`src/rtl/mrt_ram.sv`:
```
// ----------------------------------------------------------------------------
// mrt_ram
// Generic single write port, single read port RAM with registered read.
// ----------------------------------------------------------------------------
module mrt_ram #(
    parameter int WIDTH = 8,
    parameter int DEPTH = 16
) (
    input  logic                     i_clk,
    input  logic                     i_we,
    input  logic [$clog2(DEPTH)-1:0] i_waddr,
    input  logic [WIDTH-1:0]         i_wdata,
    input  logic [$clog2(DEPTH)-1:0] i_raddr,
    output logic [WIDTH-1:0]         o_rdata
);

    logic [WIDTH-1:0] r_mem [DEPTH];

    always_ff @(posedge i_clk) begin
        if (i_we) begin
            r_mem[i_waddr] <= i_wdata;
        end
        o_rdata <= r_mem[i_raddr];
    end

endmodule

```
`config.mk`:
```
export PLATFORM = sky130hd
export DESIGN_NAME = mrt_ram
export DESIGN_NICKNAME = d
export VERILOG_FILES = /design/src/rtl/mrt_ram.sv
export SDC_FILE = /design/constraint.sdc
export NUM_CORES = 1
export LEC_CHECK = 0
export BUFFER_PORTS_ARGS = -buffer_cell sky130_fd_sc_hd__buf_2
export CAP_MARGIN = 20
export CORE_UTILIZATION = 40
export DETAILED_ROUTE_END_ITERATION = 8
export HOLD_SLACK_MARGIN = 0.05
export PLACE_DENSITY_LB_ADDON = 0.25
export SYNTH_ARGS = -nofsm -noshare
export SYNTH_HDL_FRONTEND = slang
export SYNTH_SLANG_ARGS = --single-unit
```
`constraint.sdc`:
```
create_clock -name i_clk -period 2.2 [get_ports i_clk]
set_input_delay 0.11 -clock i_clk [delete_from_list [all_inputs] [get_ports i_clk]]
set_output_delay 0.11 -clock i_clk [all_outputs]
set_load 0.02 [all_outputs]
```
==> metrics.md, run 1 <==
| Metric | Value |
|---|---|
| Status | finished clean |
| Final HPWL DP | 6.20 mm |
| Worst slew pin tran | 790 ps |
| Core area | 12600 sq um |
| Initial antenna violation count | 0 |
| Mapped Cells | 229 |
| Start point of the worst min-delay path | i_wdata[4] |
| Diodes inserted | 0 |
| First-pass iteration count of the detailed router | 4 |
| Total nets after synthesis | 247 |
| First-pass GRT wire length | 15.0 mm |
| Maximum VDD drop | 541 uV |
| IO Pins | 26 |
| Area growth, synth to finish | 20.2% |
| CTS tree | yes |
| Vias/cell | 5.19 |
| Seq/Total Area, Yosys | 77.8% |
| Initial DRC count | 140 |
| Synthesized cell area | 5150 sq um |
| Post-synth top area cell | edfxtp_1 |
| Final Hold Viols | 0 |
| Slowest CP cell | mux4_1 |
| Final TNS setup | 0 ps |
| Avg WL per Cell | 21.2 um |
| Tightest Hold Check Type | in2reg |
| Top post-synthesis cells by area | edfxtp_1 (75%), mux4_2 (7.9%), mux4_1 (7.1%), dfxtp_1 (3.1%), a22oi_1 (2.3%) |
| Post-synth top area share | 74.7% |
| Nets | 301 |
| Max cap viols | 0 |
| Kind of end point of the critical path | flip-flop |
| CTS Buffer Depth | 2 |
| Area of the multi-input gates | 1060 sq um |
| Final setup margin | 855 ps |
| Final ANT Viol Nets | 0 |
| DR DRC count | 0 |
| CP max stage delay | 490 ps |
| Area of the die | 13300 sq um |
| Cell Rows | 41 |
| Cell Chain, Critical Path | mux4_1 > a22oi_1 > nand2_1 |
| CP Class | reg2reg |
| Final worst-path cycle share | 61.1% |
| Layout cells sized above 1 | 32.4% |
| Tmin final | 1340 ps |
| RSZ-0062 raised after global routing | false |
| CTS Buf Count | 17 |
| CP Depth | 3 |
| Number of global-route vias before repair | 2471 |
| Slew Limit Headroom | 47.3% |
| Reg clk slew, reported paths | 60 ps |
| Leakage | 2.09 nW |
| Fill cells | 1015 |
| Power Density | 982 nW/um^2 |
| Final setup viols | 0 |
| Worst setup path startpoint | r_mem[10][4] |
| Worst reg2reg setup slack | 860 ps |
| Die H | 115 um |
| Clock root cell | clkbuf_16 |
| Total GRT Usage | 16.8% |
| FF-to-FF path depth | 3 |
| Register area | 4000 sq um |
| Gpl congestion | 0.664 |
| H-tree Lvls | 4 |
| Clock sinks | 136 |
| Gr ovfl total | 0 |
| Slew Viols, Final | 0 |
| Worst Path Buf+Inv | 0 |
| Largest net degree at the start of global routing | 17 |
| WHS Path Cells | 1 |
| Clock skew | 7.27 ps |
| Via count | 2428 |
| Syn Area/Cell | 22.5 sq um |
| Hold_buf cts | 0 |
| Max FO, Critical Path | 1 |
| # port buffers | 25 |
| Die Wd | 115 um |
| Cts repair resizes | 0 |
| DRT Wirelength | 9.92 mm |
| Worst setup SP type | flip-flop |
| CP top delay family | multiplexers |
| WP data arrival | 1640 ps |
| Initial Util | 41.0% |
| # Post-CTS Setup Buffers | 0 |
| Pre-CTS setup slack | 455 ps |
| Worst-skew pair later-pin latency | 410 ps |
| Worst EP required | 2490 ps |
| Yosys cell types | 19 |
| Fmax | 0.744 GHz |
| FF+latch count, synth | 136 |
| RR Startpoint | r_mem[10][4] |
| Total of warnings raised by yosys | 0 |
final timing paths:
check | endpoint
setup reg to reg | o_rdata[4]
setup / recovery | o_rdata[4]
hold / removal | r_mem[12][4]
hold reg to reg | o_rdata[4]
cell usage after synthesis, drive strengths merged:
master / n
nand3b: 2
edfxtp: 128
nand2: 9
nor3: 4
nor2: 13
mux4: 32
or3b: 1
clkdlybuf4s25: 3
a22oi: 16
and2b: 1
dfxtp: 8
buf: 7
nand2b: 2
and2: 1
nand3: 1
nor2b: 1
power by group:
group / leakage, nW / switching [mW] / internal, mW
sequential: 1.22 / 0.0174 / 2.90
clock: 0.285 / 1.06 / 1.82
combinational: 0.585 / 0.166 / 0.118
total: 2.09 / 1.25 / 4.83
layer usage:
layer,global-route usage (%),wire length (um)
met2,25.7,4950
met4,6.75,119
met5,0,0
met1,22.6,4440
met3,5.07,408
cells by family (layout without fill, tap and decap cells):
family | after synthesis | after routing | share of synthesized area (%)
flops | 136 | 136 | 77.8
simple gates | 35 | 35 | 3.18
mux | 32 | 32 | 15.0
compound gates | 16 | 16 | 2.33
buf+inv | 10 | 77 | 1.68
flip-flops by register name, indices dropped and copies added (netlist names):
signal   flops
o_rdata      8
r_mem      128
cells in the final DEF, fill, tap and decap left out:
master      netlist  routed
a22oi_1          16      16
nor2b_1           1       1
clkbuf_8          0       1
bufinv_16         0       3
nand3_1           1       1
and2_1            1       1
dfxtp_1           8       8
nor3_1            4       4
buf_2             3      25
mux4_1           14      14
buf_12            0       2
nor2_1           13      13
mux4_2           18      18
clkinvlp_4        0       5
nand2_1           9       9
clkinv_2          0       2
inv_6             0       2
nand2b_1          2       2
clkinv_4          0       2
edfxtp_1        128     128
and2b_1           1       1
clkbuf_16         0      17
nand3b_1          2       2
or3b_2            1       1
buf_4             1      18
metrics by stage:
stage	power [mW]	utilization (%)	hold slack [ps]	cell area, sq um	instances
6_report	6.08	49.2	72.7	6190	468
2_1_floorplan	3.13	-	209	5150	229
5_1_grt	6.26	49.2	80.1	6190	468
3_3_place_gp	3.25	44.4	502	5580	436
4_1_cts	6.12	49.2	68.3	6190	468
3_5_place_dp	3.26	44.4	514	5580	436
final cells by class:
cell class / count / share of cell area (%)
sequential: 136 / 64.7
multi-input combinational: 83 / 17.1
clock buffer: 18 / 7.10
timing repair buffer: 45 / 4.85
tap: 172 / 3.48
clock inverter: 14 / 2.79
(Power assumes the default switching activity.)
==> run 2: changes to the inputs <==
- clock period: 2.2 -> 1.3 ns (I/O delays scaled with it)
==> run 2 against run 1 <==
Highest routed layer unchanged. Critical path depth is the same. Sequential power grew 69%. Clock power grew 66%.
==> metrics.md, run 2 (synthesized netlist as in run 1, its figures left out) <==
| Metric | Value |
|---|---|
| Slew Limit Headroom | 38.2% (-9.0 points) |
| Start point of the worst min-delay path | i_wdata[2] |
| Top reg by flops | r_mem |
| Tightest Hold Check Type | in2reg |
| Clock skew | 6.82 ps (-0.457 ps) |
| # port buffers | 25 (unchanged) |
| Pint | 8.29 mW (+72%) |
| RR Startpoint | r_mem[10][4] |
| CP top delay family | multiplexers |
| Worst-skew pair later-pin latency | 400 ps (about the same) |
| CP max stage delay | 480 ps (about the same) |
| Critical R2R Capture | o_rdata[4] |
| Worst setup path startpoint | r_mem[10][4] |
| H-tree Lvls | 4 (unchanged) |
| Via count | 2445 (+0.70%) |
| Avg WL per Cell | 21.2 um (-0.15%) |
| Initial Util | 41.0% (unchanged) |
| Status | finished clean |
| Worst Path Buf+Inv | 0 (unchanged) |
| CTS Buf Count | 17 (unchanged) |
| Slew Viols, Final | 0 (unchanged) |
| Leakage | 2.15 nW (+2.6%) |
| Max cap viols | 0 (unchanged) |
| DR DRC count | 0 (unchanged) |
| Placed Cells | 444 (+1.8%) |
| Total GRT Usage | 16.9% (+0.16 points) |
| Reg clk slew, reported paths | 50 ps (about the same) |
| Worst reg2reg setup slack | 2 ps (-850 ps) |
| Gr ovfl total | 0 (unchanged) |
| Initial antenna violation count | 0 (unchanged) |
| Clock sinks | 136 (unchanged) |
| Worst EP required | 1580 ps (-910 ps) |
| Area of the die | 13300 sq um (unchanged) |
| Commonest cells after routing, fill and taps aside | edfxtp_1 (128), mux4_2 (25), buf_2 (25), buf_4 (24), clkbuf_16 (17) |
| Final setup margin | 2.35 ps (-853 ps) |
| Layout cells sized above 1 | 37.1% (+4.7 points) |
| Maximum VDD drop | 902 uV (+67%) |
| Nets | 315 (+4.7%) |
| Kind of end point of the critical path | flip-flop |
| Core area | 12600 sq um (unchanged) |
| Worst setup SP type | flip-flop |
| Comb pwr share | 5.3% (+0.6 points) |
| CTS tree | yes |
| Clock power frac | 46.5% (-0.9 points) |
| Pre-CTS setup slack | -184 ps (-639 ps) |
| Clock root cell | clkbuf_16 |
| Biggest regs | r_mem: 128 flops, o_rdata: 8 flops |
| CP Depth | 3 (unchanged) |
| Tmin final | 1300 ps (-47.3 ps) |
| IO Pins | 26 (unchanged) |
| Die Wd | 115 um (unchanged) |
| Final Core Density | 50.5% (+1.3 points) |
| M1 wire length | 4.72 mm (+6.4%) |
| CP Class | reg2reg |
| Max FO, Critical Path | 1 (unchanged) |
| Psw | 1.96 mW (+57%) |
| Final setup viols | 0 (unchanged) |
| Cell Rows | 41 (unchanged) |
| Fill cells | 1021 (+0.59%) |
| Most common cell after layout, fill and taps aside | edfxtp_1 |
| RSZ-0062 raised after global routing | true |
| Initial DRC count | 273 (+95%) |
| Slowest CP cell | mux4_2 |
| Overall power | 10.2 mW (+69%) |
| Die H | 115 um (unchanged) |
| Hold Path Sink | r_mem[5][2] |
| Worst slew pin tran | 923 ps (+134 ps) |
| Fin cells | 482 (+3.0%) |
| Cell Chain, Critical Path | mux4_2 > a22oi_2 > nand2_1 |
| WHS Path Cells | 1 (unchanged) |
| Number of global-route vias before repair | 2479 (+0.32%) |
| FF-to-FF path depth | 3 (unchanged) |
| First-pass iteration count of the detailed router | 4 (unchanged) |
| Largest register FFs | 128 (unchanged) |
| Final ANT Viol Nets | 0 (unchanged) |
| Largest net degree at the start of global routing | 24 (+7) |
| Area growth, synth to finish | 23.3% |
| Vias/cell | 5.07 (-2.2%) |
| Final Hold Viols | 0 (unchanged) |
| Sw frac | 19.1% (-1.4 points) |
| DR top layer | met4 |
| Routed wl met2 | 4.89 mm (-1.3%) |
| Final worst-path cycle share | 99.8% (+39 points) |
| Fmax | 0.771 GHz (+3.6%) |
| DRT Wirelength | 10.2 mm (+2.8%) |
| First-pass GRT wire length | 15.1 mm (+0.73%) |
| Diodes inserted | 0 (unchanged) |
| WP data arrival | 1580 ps (-60 ps) |
| Gpl congestion | 0.737 (+11%) |
| WL met3 | 452 um (+11%) |
| Final HPWL DP | 6.47 mm (+4.3%) |
| CTS Buffer Depth | 2 (unchanged) |
| Sequential fraction of design power | 48.1% (about the same) |
| # Post-CTS Setup Buffers | 0 (unchanged) |
| Power Density | 1620 nW/um^2 (+64%) |
## run 2: timing repair
action,CTS,global route
endpoints found under the hold margin,73,0
gates resized for setup,7,9
pin swaps,1,5
setup endpoints to repair,5,7
hold buffers,6,0
## run 2: how the worst max path moves through the flow
stage                        to  slack (ps)
floorplan           r_mem[3][0]         -30
global placement     o_rdata[4]        -200
detailed placement   o_rdata[3]        -180
CTS                  o_rdata[5]         -20
global route         o_rdata[6]         -30
finish               o_rdata[4]           2
## run 2: layer usage
layer | vias up | global-route usage [%]
li1 | 1104 | -
met1 | 1262 | 23.0
met2 | 68 | 26.5
met3 | 11 | 4.08
met4 | 0 | 6.75
met5 | - | 0
## run 2: power by group through the flow
stage	sequential (mW)	clock, mW	combinational (mW)
global placement	5.02	0	0.506
finish	4.93	4.77	0.545
global route	4.94	5.02	0.589
floorplan	5.05	0	0.249
CTS	4.93	4.84	0.543
detailed placement	5.02	0	0.516
## run 2: final cells by class
cell class              count  area, sq um  share of cell area [%]
multi-input cells          83         1080                    17.0
clock buffers              23          478                    7.53
repair buffers             59          445                    7.02
well taps                 172          215                    3.39
flip-flops and latches    136         4000                    63.1
clock inverters             9          123                    1.93
## run 2: worst reg2reg max path, delay by kind of cell (launching register included)
kind               cells  cell delay, ps
AOI/OAI and AO/OA      1             250
muxes                  1             480
DFF                    1             370
and+or+nand+nor        1              80
## run 2: through the flow
stage | hold slack (ps) | instance area, sq um | TNS [ps]
2_1_floorplan | 164 | 5150 | -863
3_5_place_dp | 467 | 5670 | -2110
4_1_cts | 51.5 | 6340 | -15.9
6_report | 67.2 | 6350 | 0
5_1_grt | 58.2 | 6350 | -88.4
3_3_place_gp | 455 | 5670 | -2220
==> run 3: changes to the inputs <==
==> constraint.sdc (replaced) <==
create_clock -name i_clk -period 1.3 [get_ports i_clk]
set_input_delay 0.26 -clock i_clk [delete_from_list [all_inputs] [get_ports i_clk]]
set_output_delay 0.26 -clock i_clk [all_outputs]
set_load 0.02 [all_outputs]
==> run 3 against run 2 <==
The flow now finishes with violations (negative setup slack). Critical path depth stayed put. Via count is 1.9% higher. Sequential power hardly changed. Sequential cell count stayed put. Worst setup slack worse by 36 ps. Final cell count is 2.1% higher. Clock power is 18% higher. Register-to-register slack worse by 40 ps. Design area is 2.9% higher. Die area stayed put. Count of clock-buffer cells in the layout is 6 lower. Critical endpoint is now o_rdata[3].
==> metrics.md, run 3 (synthesized netlist as in run 1, its figures left out) <==
| Metric | Value |
|---|---|
| Status | complete, but fails checks |
| Failing checks | negative setup slack |
| Slew Limit Headroom | 65.1% (+27 points) |
| CP top delay family | multiplexers |
| Core area | 12600 sq um (unchanged) |
| Final setup margin | -33.7 ps (-36.0 ps) |
| Most common cell after layout, fill and taps aside | edfxtp_1 |
| Post-route cell area | 6530 sq um (+2.9%) |
| Gr ovfl total | 0 (unchanged) |
| Final HPWL DP | 7.00 mm (+8.2%) |
| Tightest Hold Check Type | in2reg |
| Die Wd | 115 um (unchanged) |
| Top reg by flops | r_mem |
| Kind of end point of the critical path | flip-flop |
| Nets | 325 (+3.2%) |
| Power Density | 1710 nW/um^2 (+5.8%) |
| DRT Wirelength | 10.3 mm (+0.98%) |
| Initial Util | 41.0% (unchanged) |
| Clock skew | 7.38 ps (+0.562 ps) |
| Gpl congestion | 0.756 (+2.6%) |
| Worst setup SP type | flip-flop |
| CTS tree | yes |
| WHS | 237 ps (+170 ps) |
| Diodes inserted | 0 (unchanged) |
| H-tree Lvls | 4 (unchanged) |
| Initial DRC count | 174 (-36%) |
| CP Class | reg2reg |
| Final TNS setup | -58.9 ps (-58.9 ps) |
| First-pass GRT wire length | 15.8 mm (+4.7%) |
| Via count | 2492 (+1.9%) |
| Number of global-route vias before repair | 2619 (+5.6%) |
| Max FO, Critical Path | 1 (unchanged) |
| Worst slew pin tran | 523 ps (-400 ps) |
| Clock sinks | 136 (unchanged) |
| Vias/cell | 5.07 (-0.15%) |
| Fill cells | 975 (-4.5%) |
| Area growth, synth to finish | 26.8% |
| Die H | 115 um (unchanged) |
| Tmin final | 1330 ps (+36.0 ps) |
| CP max stage delay | 520 ps (+40 ps) |
| Worst Path Buf+Inv | 0 (unchanged) |
| Fmax | 0.750 GHz (-2.7%) |
| Maximum VDD drop | 824 uV (-8.7%) |
| Area of the multi-input gates | 1070 sq um (-0.69%) |
| Initial antenna violation count | 0 (unchanged) |
| Cell Chain, Critical Path | mux4_1 > a22oi_1 > nand2_1 |
| Final setup viols | 3 (+3) |
| Leakage | 2.24 nW (+4.4%) |
| Worst EP required | 1590 ps (about the same) |
| Largest register FFs | 128 (unchanged) |
| Reg clk slew, reported paths | 60 ps (about the same) |
| Largest net degree at the start of global routing | 17 (-29%) |
| Worst-skew pair later-pin latency | 410 ps (about the same) |
| Dpl cell area | 5810 sq um (+2.5%) |
| Overall power | 11.2 mW (+8.9%) |
| RSZ-0062 raised after global routing | true |
| Avg WL per Cell | 20.9 um (-1.1%) |
| CTS Buffer Depth | 2 (unchanged) |
| Biggest regs | r_mem: 128 flops, o_rdata: 8 flops |
| Commonest cells after routing, fill and taps aside | edfxtp_1 (128), buf_4 (38), mux4_2 (30), buf_2 (25), clkbuf_16 (17) |
| Slew Viols, Final | 0 (unchanged) |
| Register area | 4000 sq um (unchanged) |
| # port buffers | 25 (unchanged) |
| Final worst-path cycle share | 103% (+2.8 points) |
| IO Pins | 26 (unchanged) |
| DR DRC count | 0 (unchanged) |
| First-pass iteration count of the detailed router | 4 (unchanged) |
| Final ANT Viol Nets | 0 (unchanged) |
| Max cap viols | 0 (unchanged) |
| Layout cells sized above 1 | 44.7% (+7.6 points) |
| Clock root cell | clkbuf_16 |
| CTS Buf Count | 17 (unchanged) |
| Final Hold Viols | 0 (unchanged) |
| Slowest CP cell | mux4_1 |
| Final Core Density | 51.9% (+1.4 points) |
| WP data arrival | 1620 ps (+40 ps) |
| Area of the die | 13300 sq um (unchanged) |
| Total GRT Usage | 17.7% (+0.72 points) |
| Worst reg2reg setup slack | -30 ps (-40 ps) |
| Cell Rows | 41 (unchanged) |
## run 3: cell count changes in the layout (fill, tap and decap cells not counted), moves of 5 or more
cell / previous run / this run
mux4_2: 25 / 30
mux4_1: 7 / 2
bufinv_16: 3 / 8
dlygate4sd3_1: 6 / 0
buf_4: 24 / 38
## run 3: power by group
part	switching, mW	internal, mW
sequential	0.0327	4.90
combinational	0.313	0.261
clock	1.69	3.96
## run 3: layer usage
metal	share of wire, %	GRT usage (%)	routed length [um]	up-vias
li1	-	-	-	1118
met2	48	27.4	4990	62
met4	1.4	6.75	146	0
met3	3.3	4.50	335	11
met5	0	0	0	-
met1	47	24.2	4820	1301
## run 3: through the flow
stage          setup WS [ps]  instances
6_report               -33.7        492
5_1_grt                -76.9        492
4_1_cts                -28.4        493
3_5_place_dp            -428        461
3_3_place_gp            -419        461
2_1_floorplan          -63.0        229
## run 3: area by class of cell
type	instances	share of cell area [%]
flip-flops and latches	136	61.3
clock buffers	17	6.52
repair buffers	69	8.13
well taps	172	3.30
multi-input cells	83	16.4
clock inverters	15	4.27
## run 3: final timing paths
path	to	from	cells after the start
worst min-delay path	r_mem[3][7]	i_wdata[7]	1
worst min register to register	o_rdata[5]	r_mem[12][5]	3
worst max-delay path	o_rdata[3]	r_mem[5][3]	3
worst max register to register	o_rdata[3]	r_mem[5][3]	3
## run 3: what timing repair did
action / 4_1_cts / 5_1_grt
endpoints found under the setup margin: 6 / 7
buffers inserted: 0 / 0
hold buffers: 0 / 0
gates cloned: 0 / 0
pin swaps: 0 / 3
resized for setup: 4 / 2
